<file path="src/epr_pkg.sv">
`timescale 1ns / 1ps
// ---------------------------------------------------------------------------
// epr_pkg: shared types and constants
// Payload words, CORDIC constants and the arctangent table.
// ---------------------------------------------------------------------------
package epr_pkg;

	localparam int CoordW = 32;
	localparam int TrigW = 34;
	localparam int ZW = 34;
	localparam logic [47:0] TurnPerRad = 48'h28BE60DB9391;
	localparam logic [47:0] TurnPerDeg = 48'd781874935307;
	localparam logic [31:0] HalfPiQ30 = 32'd1686629713;
	localparam logic [TrigW-1:0] InvGainQ30 = TrigW'(652032874);
	localparam int AddrCfgDeg = 0;

	typedef struct packed {
		logic signed [CoordW-1:0] point_x;
		logic signed [CoordW-1:0] point_y;
		logic signed [CoordW-1:0] point_z;
		logic signed [CoordW-1:0] angle_about_x;
		logic signed [CoordW-1:0] angle_about_y;
		logic signed [CoordW-1:0] angle_about_z;
	} in_word_t;

	typedef struct packed {
		logic signed [CoordW-1:0] rotated_x;
		logic signed [CoordW-1:0] rotated_y;
		logic signed [CoordW-1:0] rotated_z;
	} out_word_t;

	function automatic logic signed [ZW-1:0] atan_step(input int i);
		logic signed [ZW-1:0] r;
		begin
			case (i)
				0: r = ZW'(843314857);
				1: r = ZW'(497837829);
				2: r = ZW'(263043837);
				3: r = ZW'(133525159);
				4: r = ZW'(67021687);
				5: r = ZW'(33543516);
				6: r = ZW'(16775851);
				7: r = ZW'(8388437);
				8: r = ZW'(4194283);
				9: r = ZW'(2097149);
				default: r = (i <= 30) ? (ZW'(1) <<< (30 - i)) : '0;
			endcase
			return r;
		end
	endfunction

endpackage

</file>
<file path="src/epr_mulq.sv">
`timescale 1ns / 1ps
// ---------------------------------------------------------------------------
// epr_mulq: rounded fixed-point product
// Computes a * t / 2^30, rounded half away from zero, over two stages.
// ---------------------------------------------------------------------------
module epr_mulq import epr_pkg::*; #(
	parameter int AW = 36
) (
	input  logic                    clk,
	input  logic                    en,
	input  logic signed [AW-1:0]    a,
	input  logic signed [TrigW-1:0] t,
	output logic signed [AW:0]      p
);

	localparam int PW = AW + TrigW;

	logic [AW-1:0] ua;
	logic [TrigW-1:0] ut;
	logic [PW-1:0] prod_s1;
	logic neg_s1;
	logic [PW-1:0] m;

	assign ua = a[AW-1] ? AW'(-a) : AW'(a);
	assign ut = t[TrigW-1] ? TrigW'(-t) : TrigW'(t);
	assign m = (prod_s1 + (PW'(1) << 29)) >> 30;

	always_ff @(posedge clk) begin
		if (en) begin
			prod_s1 <= PW'(ua) * PW'(ut);
			neg_s1 <= a[AW-1] ^ t[TrigW-1];
		end
	end

	always_ff @(posedge clk) begin
		if (en) begin
			p <= neg_s1 ? -$signed((AW+1)'(m)) : $signed((AW+1)'(m));
		end
	end

endmodule

</file>
<file path="config.mk">
export PLATFORM = sky130hd
export DESIGN_NAME = epr_mulq
export DESIGN_NICKNAME = d
export VERILOG_FILES = /design/src/epr_pkg.sv /design/src/epr_mulq.sv
export SDC_FILE = /design/constraint.sdc
export NUM_CORES = 2
export LEC_CHECK = 0
export BUFFER_PORTS_ARGS = -buffer_cell sky130_fd_sc_hd__buf_4
export CAP_MARGIN = 0
export CORE_ASPECT_RATIO = 1.75
export CORE_MARGIN = 2
export CORE_UTILIZATION = 40
export CTS_BUF_LIST = sky130_fd_sc_hd__clkbuf_16
export DETAILED_ROUTE_END_ITERATION = 10
export GPL_ROUTABILITY_DRIVEN = 0
export SLEW_MARGIN = 10
export SYNTH_ARGS = -nofsm -noshare
export SYNTH_HDL_FRONTEND = slang
export SYNTH_SLANG_ARGS = --single-unit
export TNS_END_PERCENT = 1
</file>
<file path="constraint.sdc">
create_clock -name clk -period 20.1 [get_ports clk]
set_clock_uncertainty 0.2 [all_clocks]
set_input_delay 2.01 -clock clk [delete_from_list [all_inputs] [get_ports clk]]
set_output_delay 2.01 -clock clk [all_outputs]
set_load 0.01 [all_outputs]
</file>
==> results.md <==
* Status: completed
* Synth warnings at 0
* Library cells used by synthesis at 74
* Worst hold margin at 465 ps
* Cell area after synthesis at 42700 um2
* Async S/R FF share, synth at 0%
* Gr usage total at 28.9%
* Largest net degree at the start of global routing at slightly below 80
* Placed Area at roughly 46000 um2
* Fillers at 10.5k
* Chip Height at between 400 and 500 um
* Met2 global-route usage at between 40 and 50%
* Antenna Nets Post-Route at 0
* Syn avg cell area at 8.81 um2
* Max-cap violations at 0
* Post-synthesis net count at 6258
* Ys flop type: edfxtp_1
* DR iter-0 viols at 2482
* Reg area at roughly 2300 um2
* EDFF count, synth at 76
* Root Buffer: clkbuf_16
* CP arrival at 12830 ps
* CP Capture Type: flip-flop
* Cells after synthesis at 4841
* Worst-path maximum fanout at 9
* Commonest non-fill, non-tap cell in the layout: inv_1
* Least-Margin Pin Slew at around 1200 ps
* PortBufs at 108
* First-pass GRT wire length at 229 mm
* Hold path start: prod_s1[61]
* CTS tree: built
* Worst path max stage delay at 910 ps
* Initial core utilization at 40.3%
* Final Max Tran Viols at 0
* Area leader, netlist: fa_1
* Hpwl dp at 122 mm
* Cell area after layout at ~46000 um2
* Share of cells above drive strength 1 at under 10%
* Area added between synthesis and finish at 8.67%
* Crit Path Class: input pin to flip-flop
* Cts-stage hold buffer count at 0
* Setup TNS at 0 ps
* #FFs+latches synth at 76
* Final wirelength at approximately 150 mm
* Reg clk slew, reported paths at 60 ps
* CP delay by family, top: adder cells
* Area share of the largest cell type after synthesis at 50.7%
* Critical path's slowest cell: xor2_1
* Drt via density at 5.46
* # H-tree levels at 3
* Detailed Routing Iterations Pass 1 at 5
* GRT overflow at 0
* Worst path bufs/invs at 7
* # resized after CTS at 0
* # IOs at approximately 110
* Multi-input logic area at approximately 36000 um2
* Clock Latency Late Sink at 340 ps
* Critical Path RT at 19990 ps
* Grt met3 use at under 10%
* FF-to-FF setup slack at approximately 16000 ps
* Area of the die at 109000 um2
* Die width at 251 um
* Number of global-route vias before repair at approximately 38k
* Setup-failing EPs final at 0
* Nets at around 6.3k
* Top cells by area, synth: fa_1, inv_1, ha_1
* Fmax at 77.3 MHz
* Final Hold Viols at 0
* GR Util met1 at 29.4%
* Clk sinks at 76
* Vias at 34.1k
* GRT busiest layer: met2
* Wirelength per Cell at 24.7 um
* Antenna violations before repair at 4
* Period Utilization, post-route at around 64%
* Final min period at 12940 ps
* DRC at 0
* Hold WC Path Type: flip-flop to flip-flop
* Core area at 106000 um2
* Max clock buf depth at 2
* Crit-path most repeated cell: fa_1
* CTS buffer count at 9
* Reg2Reg Launch Point: prod_s1[31]
* Seq/Total Area, Yosys at 5.35%
* Most frequent cells in the layout: inv_1, fa_1, nand2_1
* Row count at ~160
* Relative slew slack at between 20 and 25%
* Type of origin of the critical path: input pin
* RSZ-0062 raised after global routing: no
* Postcts setup bufs at 0
* Crit path from: a[10]
==> flip-flops by register name (all words and copies together), names as in the netlist <==
| register | cells |
|---|---|
| p | 37 |
| neg_s1 | 1 |
| prod_s1 | 38 |
==> layer usage <==
layer  vias up  share of wire [%]
met3       772                7.9
met2      1694                 49
met4         4                 12
met5         -              0.021
li1      14200                  -
met1     17400                 31
==> final timing paths <==
check	cells after the start	endpoint
worst max-delay path	34	prod_s1[66]
worst min-delay path	1	p[31]
worst max register to register	10	p[34]
worst min register to register	1	p[31]
==> per-stage QoR <==
step           utilization [%]  instances  setup WS [ps]
5_1_grt                   43.8       6243           6620
3_3_place_gp              43.4       6228           6970
6_report                  43.8       6247           7160
4_1_cts                   43.8       6243           7240
3_5_place_dp              43.4       6228           6900
2_1_floorplan                -       4841           8470
==> cell usage after synthesis, types with 15 or more instances <==
| library cell | number |
|---|---|
| inv_1 | 1135 |
| fa_1 | 1081 |
| nand2_1 | 707 |
| nor2_1 | 625 |
| ha_1 | 264 |
| clkbuf_1 | 206 |
| xnor2_1 | 142 |
| xor2_1 | 93 |
| edfxtp_1 | 76 |
| o21ai_0 | 67 |
| a21oi_1 | 57 |
| nand3_1 | 42 |
| a21o_1 | 32 |
| nand4_1 | 30 |
| o31ai_1 | 23 |
| nor3_1 | 21 |
| nand2b_1 | 18 |
| and2_1 | 17 |
| nor2b_1 | 15 |
==> logic make-up after synthesis <==
logic type | share of synthesized area [%]
flip-flops | 5.35
multiplexers | 0.270
XOR/XNOR | 4.88
AO/OA/AOI/OAI | 4.06
buffers and inverters | 11.9
AND/OR/NAND/NOR | 15.1
adder cells (fa/ha/maj) | 58.5
==> layout make-up <==
type                    count  area share [%]
diodes                      4          0.0216
clock buffers               9           0.486
clock inverters             6           0.224
inverters                1136            9.20
multi-input cells        3412            77.5
flip-flops and latches     76            4.92
well taps                1360            3.67
repair buffers            244            3.95
Power is not shown: default switching activity piles up to over one toggle a cycle in this logic, so the estimate is an artifact.
