===== src/epr_pkg.sv =====
`timescale 1ns / 1ps
// ---------------------------------------------------------------------------
// epr_pkg: shared types and constants
// Payload words, CORDIC constants and the arctangent table.
// ---------------------------------------------------------------------------
package epr_pkg;

	localparam int CoordW = 32;
	localparam int TrigW = 34;
	localparam int ZW = 34;
	localparam logic [47:0] TurnPerRad = 48'h28BE60DB9391;
	localparam logic [47:0] TurnPerDeg = 48'd781874935307;
	localparam logic [31:0] HalfPiQ30 = 32'd1686629713;
	localparam logic [TrigW-1:0] InvGainQ30 = TrigW'(652032874);
	localparam int AddrCfgDeg = 0;

	typedef struct packed {
		logic signed [CoordW-1:0] point_x;
		logic signed [CoordW-1:0] point_y;
		logic signed [CoordW-1:0] point_z;
		logic signed [CoordW-1:0] angle_about_x;
		logic signed [CoordW-1:0] angle_about_y;
		logic signed [CoordW-1:0] angle_about_z;
	} in_word_t;

	typedef struct packed {
		logic signed [CoordW-1:0] rotated_x;
		logic signed [CoordW-1:0] rotated_y;
		logic signed [CoordW-1:0] rotated_z;
	} out_word_t;

	function automatic logic signed [ZW-1:0] atan_step(input int i);
		logic signed [ZW-1:0] r;
		begin
			case (i)
				0: r = ZW'(843314857);
				1: r = ZW'(497837829);
				2: r = ZW'(263043837);
				3: r = ZW'(133525159);
				4: r = ZW'(67021687);
				5: r = ZW'(33543516);
				6: r = ZW'(16775851);
				7: r = ZW'(8388437);
				8: r = ZW'(4194283);
				9: r = ZW'(2097149);
				default: r = (i <= 30) ? (ZW'(1) <<< (30 - i)) : '0;
			endcase
			return r;
		end
	endfunction

endpackage


===== src/epr_cordic_cell.sv =====
`timescale 1ns / 1ps
// ---------------------------------------------------------------------------
// epr_cordic_cell: one CORDIC micro-rotation
// Rotates three (x, y, z) triples by one stage and registers them.
// ---------------------------------------------------------------------------
module epr_cordic_cell import epr_pkg::*; #(
	parameter int STAGE = 0
) (
	input  logic                    clk,
	input  logic                    en,
	input  logic signed [TrigW-1:0] xi [3],
	input  logic signed [TrigW-1:0] yi [3],
	input  logic signed [ZW-1:0]    zi [3],
	output logic signed [TrigW-1:0] xo [3],
	output logic signed [TrigW-1:0] yo [3],
	output logic signed [ZW-1:0]    zo [3]
);

	localparam logic signed [ZW-1:0] Atan = atan_step(STAGE);

	always_ff @(posedge clk) begin
		if (en) begin
			for (int k = 0; k < 3; k++) begin
				if (!zi[k][ZW-1]) begin
					xo[k] <= xi[k] - (yi[k] >>> STAGE);
					yo[k] <= yi[k] + (xi[k] >>> STAGE);
					zo[k] <= zi[k] - Atan;
				end else begin
					xo[k] <= xi[k] + (yi[k] >>> STAGE);
					yo[k] <= yi[k] - (xi[k] >>> STAGE);
					zo[k] <= zi[k] + Atan;
				end
			end
		end
	end

endmodule


===== config.mk =====
export PLATFORM = sky130hd
export DESIGN_NAME = epr_cordic_cell
export DESIGN_NICKNAME = d
export VERILOG_FILES = /design/src/epr_pkg.sv /design/src/epr_cordic_cell.sv
export SDC_FILE = /design/constraint.sdc
export NUM_CORES = 1
export LEC_CHECK = 0
export BUFFER_PORTS_ARGS = -buffer_cell sky130_fd_sc_hd__buf_2
export CAP_MARGIN = 10
export CORE_AREA = 2 2 316 240
export DETAILED_ROUTE_END_ITERATION = 7
export DIE_AREA = 0 0 318 242
export GPL_TIMING_DRIVEN = 0
export PLACE_DENSITY = 0.61
export SKIP_LAST_GASP = 1
export SLEW_MARGIN = 20
export SYNTH_ARGS = -nofsm -noshare
export SYNTH_HDL_FRONTEND = slang
export SYNTH_SLANG_ARGS = --single-unit

===== constraint.sdc =====
create_clock -name clk -period 7.35 [get_ports clk]
set_input_delay 1.1025 -clock clk [delete_from_list [all_inputs] [get_ports clk]]
set_output_delay 1.1025 -clock clk [all_outputs]
set_load 0.05 [all_outputs]

==> summary.md, run 1 <==
| Metric | Value |
|---|---|
| Post-synthesis xor/xnor area fraction | ~7.7% |
| Root Driver | clkbuf_16 |
| Critical Path End Type | flop |
| Total number of vias | 30,404 |
| DRC | 0 |
| Fin crit period | roughly 6 ns |
| Post-CTS Setup Inserts | 0 |
| RSZ-0062 raised after global routing | false |
| Nets | about 5,000 |
| Fraction of layout cells with a size suffix above 1 | ~17% |
| Setup_tns | 0 ns |
| Slew HR | 19.2% |
| Status | finished clean |
| Register bit count reported by yosys | ~300 |
| Global-route wire length before repair | 170,000 um |
| Worst setup margin | ~1.3 ns |
| Avg Cell Area, Syn | 8.53 sq um |
| IO Count | ~600 |
| CTS clk-pin slew, worst paths | around 0.06 ns |
| Post-synth top area cell | edfxtp_1 |
| Largest family of logic cells by synthesized area | compound AO/OA/AOI/OAI gates |
| Most used DFF post-synth | edfxtp_1 |
| Clock Power Share | 24.8% |
| WP data required | 7.78 ns |
| Hold path endpoint | zo[68] |
| Wire length per cell | approximately 22 um |
| Area Growth Syn to Fin | 18.7% |
| Internal power | 4.44 mW |
| Hold path depth | 2 |
| Syn Inst Count | between 3,000 and 4,000 |
| Fin. Hold Viols | 0 |
| Synth async-reset ratio | 0% |
| Post-synthesis compound-gate area fraction | roughly 25% |
| Die Width | around 320 um |
| Drt pass-1 iters | 5 |
| Pre-CTS setup slack | between 0.9 and 1 ns |
| Static leakage | 16.5 nW |
| Initial antenna violation count | 38 |
| Mux contribution to synthesized area | under 10% |
| CP startpoint | zi[101] |
| Max_cap viols | 0 |
| YS warnings | 0 |
| CTS tree | yes |
| Largest net degree at the start of global routing | 90 |
| Largest cells by area after synthesis | edfxtp_1 (30%), ha_1 (16%), a21oi_1 (7.2%) |
| Comb pwr share | a little under half |
| EDFF count, synth | roughly 300 |
| # clock sinks | between 300 and 400 |
| Max IR drop VDD | 160 uV |
| DR iter-0 viols | approximately 3,300 |
| Post-synth top area share | around 30% |
| Sequential cell area fraction in the yosys report | 29.5% |
| Overall routing resource usage | 28.3% |
| Final period utilization | approximately 80% |
| Hold Path Origin | zi[68] |
| Routed WL | around 110,000 um |
| Final ANT Viol Nets | 0 |
| CTS max path bufs | 3 |
| Final setup vio count | 0 |
| # resized after CTS | 0 |
| Vias in the first global route | about 28,000 |
| Worst slew pin tran | ~1.2 ns |
| Slew Limit Fails | 0 |
| Netlist Area Pre-Place | between 30,000 and 40,000 sq um |
| Psw | roughly 3.5 mW |
| Initial core utilization | a little over 40% |
| Std-Cell Rows | 87 |
| Cts hold-fix bufs | 0 |
| Pwr/cell area | 218 nW/um^2 |
| Die area | between 70,000 and 80,000 sq um |
| Worst setup SP type | input port |
| Critical Path Fanout Max | 26 |
| IO buf count | 613 |
| Post-synth cell types | 81 |
| Post-Synth Adder-Cell Area | 16.8% |
| CP arrival | approximately 6.4 ns |
| Sw Ratio | approximately 44% |
| Synth Net Count | 4,329 |
| RePlAce Congestion | approximately 0.95 |
| Worst hold path type | in -> reg |
| Simple-gate area share of the yosys netlist | 13.1% |
| Die H | between 200 and 250 um |
| Critical path class | in -> reg |
| Average vias per placed instance | ~5.7 |
| Sequential power share | a little under a third |
| FILL cells | ~7,300 |
| Inserted Clock Buffers | 40 |
| Fmax achieved | 0.167 GHz |
| Dpl hpwl | roughly 90,000 um |
| H-tree depth | 2 |
| Gr ovfl total | 0 |
| CORE AREA | about 74,000 sq um |
==> sequential cells by signal (all words and copies together), names as in the netlist <==
register,cells
xo,101
yo,100
zo,102
==> layer usage <==
layer	wire length (um)	global-route usage (%)	share of wire (%)	vias to the layer above
met4	3300	9.33	2.9	22
met3	10800	6.20	9.4	187
li1	-	-	-	14397
met2	48900	42.0	43	1451
met5	159	0	0.14	-
met1	51300	40.6	45	14347
==> power by group through the flow <==
| stage | combinational (mW) | clock [mW] | sequential, mW |
|---|---|---|---|
| detailed placement | 3.55 | 0 | 2.42 |
| global route | 3.84 | 2.09 | 2.41 |
| CTS | 3.57 | 2.03 | 2.39 |
| global placement | 3.55 | 0 | 2.43 |
| finish | 3.61 | 1.98 | 2.39 |
| floorplan | 1.52 | 0 | 3.43 |
==> final cells by class <==
type                    instances  area [sq um]  area share (%)
clock buffers                  45          1060            2.90
inverters                     340          1280            3.49
well taps                     979          1220            3.35
flip-flops and latches        303          9100            24.9
clock inverters                27           219           0.598
multi-input cells            2827         19900            54.3
plain buffers                 145           589            1.61
diodes                         25          62.6           0.171
repair buffers                618          3210            8.76
==> worst max-delay path, stage by stage <==
cell and delay (ns):
buf_2 0.37, clkbuf_1 0.59, clkinv_1 0.53, clkbuf_2 0.61
ha_1 0.50, a211oi_1 0.25, nor2_1 0.12, o21ai_0 0.55
o31ai_1 0.24, a21oi_1 0.33, o21ai_0 0.29, nand4_1 0.18
o211ai_1 0.17, o31ai_1 0.34, a21boi_0 0.22
==> stage by stage <==
stage | instance area (sq um) | util, % | instances | power [mW] | hold WS (ns)
after detailed placement | 35300 | 47.6 | 5212 | 5.97 | 1.43
after CTS | 36500 | 49.3 | 5284 | 7.99 | 0.784
after global routing | 36600 | 49.4 | 5305 | 8.34 | 0.825
after floorplan | 30800 | - | 3615 | 4.94 | 1.22
final | 36600 | 49.4 | 5309 | 7.98 | 0.828
after global placement | 35100 | 47.4 | 5207 | 5.98 | 1.43
==> worst max-delay path by stage <==
stage / endpoint / depth (start not counted) / slack, ns
CTS: zo[99] / 15 / 1.61
global placement: zo[32] / 1 / 0.43
detailed placement: zo[99] / 15 / 0.97
global route: zo[99] / 15 / 1.12
finish: zo[99] / 15 / 1.34
floorplan: zo[30] / 13 / 2.57
==> synth_stat cells, types with 34 or more instances <==
cell,number
a21oi_1,441
nor2b_1,46
xnor2_1,219
nand2b_1,48
mux2i_1,53
nand2_1,187
nor2_1,330
clkbuf_1,106
o21bai_1,84
a31oi_1,34
a21o_1,104
nand3_1,46
o211ai_1,40
ha_1,394
o21a_1,38
o21ai_0,236
xor2_1,53
nor3_1,67
o31ai_1,35
edfxtp_1,303
inv_1,328
nand4_1,39
a211oi_1,40
==> cell usage in the layout (no fill, tap or decap), types with 12 or more instances in the layout <==
master     instances
buf_2            624
a21oi_1          441
ha_1             394
nor2_1           330
inv_1            328
edfxtp_1         303
o21ai_0          236
xnor2_1          219
nand2_1          187
clkbuf_1         106
a21o_1           104
o21bai_1          84
nor3_1            67
mux2i_1           53
xor2_1            53
nand2b_1          48
nor2b_1           46
nand3_1           46
clkbuf_16         42
a211oi_1          40
o211ai_1          40
nand4_1           39
o21a_1            38
o31ai_1           35
a31oi_1           34
nor4_1            30
diode_2           25
buf_1             21
or3_1             19
clkinv_1          16
and3_1            16
a21boi_0          16
a2111oi_0         14
a211o_1           12
fa_1              12
==> kinds of logic (layout without fill, tap and decap cells) <==
family / Yosys count / count (layout)
mux: 53 / 53
other cells: 0 / 25
xor+xnor: 272 / 272
simple gates: 870 / 870
buf+inv: 485 / 1175
fa+ha+maj: 406 / 406
compound gates: 1226 / 1226
flops: 303 / 303
Power figures use the tool's default switching activity.
==> run 2, diff against run 1 <==
--- a/config.mk
+++ b/config.mk
@@ -11,7 +11,7 @@
 export DETAILED_ROUTE_END_ITERATION = 7
 export DIE_AREA = 0 0 318 242
 export GPL_TIMING_DRIVEN = 0
-export PLACE_DENSITY = 0.61
+export PLACE_DENSITY = 0.64
 export SKIP_LAST_GASP = 1
 export SLEW_MARGIN = 20
 export SYNTH_ARGS = -nofsm -noshare
==> constraint.sdc (replaced) <==
create_clock -name clk -period 5.2 [get_ports clk]
set_input_delay 0.78 -clock clk [delete_from_list [all_inputs] [get_ports clk]]
set_output_delay 0.78 -clock clk [all_outputs]
set_load 0.05 [all_outputs]
==> summary.md, run 2 (synthesis results as in run 1) <==
| Metric | Value |
|---|---|
| Max_cap viols | 0 |
| Total number of vias | 30,619 |
| Global-route wire length before repair | approximately 170,000 um |
| Final setup vio count | 0 |
| Slew HR | between 20% and 30% |
| Die H | about 240 um |
| WP data required | 5.59 ns |
| Fraction of layout cells with a size suffix above 1 | roughly 17% |
| Drt pass-1 iters | 6 |
| CTS clk-pin slew, worst paths | 0.06 ns |
| Largest registers | zo: 102 flops, xo: 101 flops, yo: 100 flops |
| Psw | 4.96 mW |
| Wire length per cell | about 21 um |
| WL met2 | around 48,000 um |
| Clock Power Share | 24.4% |
| Worst slew pin tran | 1.12 ns |
| Crit path to | zo[99] |
| Initial core utilization | between 40% and 50% |
| CTS max path bufs | 3 |
| DR iter-0 viols | 3,288 |
| Critical Path End Type | flop |
| DRC | 0 |
| Hold WS | slightly above 0.5 ns |
| Die area | 77,000 sq um |
| Met3 Wirelength | roughly 11,000 um |
| Routed WL | between 100,000 and 150,000 um |
| Overall routing resource usage | roughly 28% |
| Initial antenna violation count | 42 |
| Worst setup SP type | input port |
| Slew Limit Fails | 0 |
| Die Width | roughly 320 um |
| # clock sinks | 303 |
| Status | finished clean |
| Static leakage | between 15 and 20 nW |
| Max IR drop VDD | between 200 and 250 uV |
| IO Count | 614 |
| Fin. Hold Viols | 0 |
| Pwr/cell area | roughly 310 nW/um^2 |
| Worst hold path type | in -> reg |
| Commonest non-fill, non-tap cells in the layout | buf_2 (624), a21oi_1 (441), ha_1 (394) |
| Internal power | 6.27 mW |
| Hold Path Origin | zi[0] |
| CP arrival | approximately 5.3 ns |
| Hold path depth | 2 |
| Critical Path Fanout Max | 26 |
| Wire length on met1 | between 50,000 and 60,000 um |
| IO buf count | 613 |
| CP startpoint | zi[101] |
| Cts hold-fix bufs | 0 |
| Final period utilization | between 90 and 100% |
| H-tree depth | 2 |
| CORE AREA | ~74,000 sq um |
| Sw Ratio | roughly 44% |
| Vias in the first global route | about 28,000 |
| Critical path class | in -> reg |
| Sequential power share | 30.1% |
| Largest register FFs | roughly 100 |
| Top reg by flops | zo |
| Comb pwr share | 45.5% |
| Commonest non-fill, non-tap cell in the layout | buf_2 |
| Nets | 4,986 |
| Inserted Clock Buffers | 39 |
| Largest net degree at the start of global routing | 90 |
| Area Growth Syn to Fin | 18.6% |
| FILL cells | 7,277 |
| Average vias per placed instance | between 5 and 6 |
| Top Layer Used | met5 |
| RePlAce Congestion | ~0.97 |
| Std-Cell Rows | 87 |
| Worst setup margin | around 0.29 ns |
| Dpl hpwl | 91,700 um |
| CTS tree | yes |
| Fmax achieved | 0.203 GHz |
| Root Driver | clkbuf_16 |
| Gr ovfl total | 0 |
| Pre-CTS setup slack | -0.665 ns |
| RSZ-0062 raised after global routing | false |
| Fin crit period | about 4.9 ns |
| Final ANT Viol Nets | 0 |
run 2: layout make-up:
cell class	count	area, sq um	share of cell area (%)
Clock inverter	25	244	0.667
Multi-Input combinational cell	2827	19900	54.3
Inverter	340	1290	3.52
Clock buffer	43	1010	2.77
Antenna cell	17	42.5	0.116
Buffer	143	584	1.60
Tap cell	979	1220	3.35
Timing Repair Buffer	618	3210	8.77
Sequential cell	303	9100	24.9
run 2: through the flow:
step	instance area [sq um]	total power, mW	setup TNS [ns]	utilization, %	std cells
floorplan	30800	6.99	0	-	3615
global placement	35100	8.44	-422.60	47.4	5207
detailed placement	35300	8.44	-6.01	47.6	5212
CTS	36500	11.2	0	49.3	5280
global route	36600	11.8	0	49.3	5292
finish	36600	11.2	0	49.3	5295
run 2: routing by layer:
layer | vias up | global-route usage (%)
met4 | 28 | 7.77
met1 | 14509 | 40.9
li1 | 14364 | -
met2 | 1535 | 42.1
met3 | 183 | 6.45
met5 | - | 0
run 2: how the worst min path moves through the flow:
stage and end:
6_report zo[0], 5_1_grt zo[0], 4_1_cts zo[0], 3_5_place_dp zo[68]
3_3_place_gp zo[68], 2_1_floorplan xo[100]
run 2: power groups by stage:
stage	logic (mW)	registers, mW	clock network [mW]
after floorplan	2.14	4.85	0
after global placement	5.00	3.44	0
after detailed placement	5.02	3.43	0
after CTS	5.04	3.38	2.82
after global routing	5.43	3.41	2.92
final	5.10	3.38	2.74
run 2: worst max-delay path: stages:
cell	delay, ns
buf_2	0.55
clkinvlp_4	0.48
clkbuf_4	0.44
ha_1	0.39
a211oi_1	0.23
nor2_1	0.12
o21ai_0	0.48
o31ai_1	0.21
a21oi_1	0.34
o21ai_0	0.30
nand4_1	0.19
o211ai_1	0.15
o31ai_1	0.32
a21boi_0	0.26
run 2: what timing repair did:
action,4_1_cts,5_1_grt
gates resized for setup,1,3
pin swaps,0,0
hold endpoints to repair,0,0
setup buffers,0,0
cloned,0,0
setup endpoints to repair,2,10
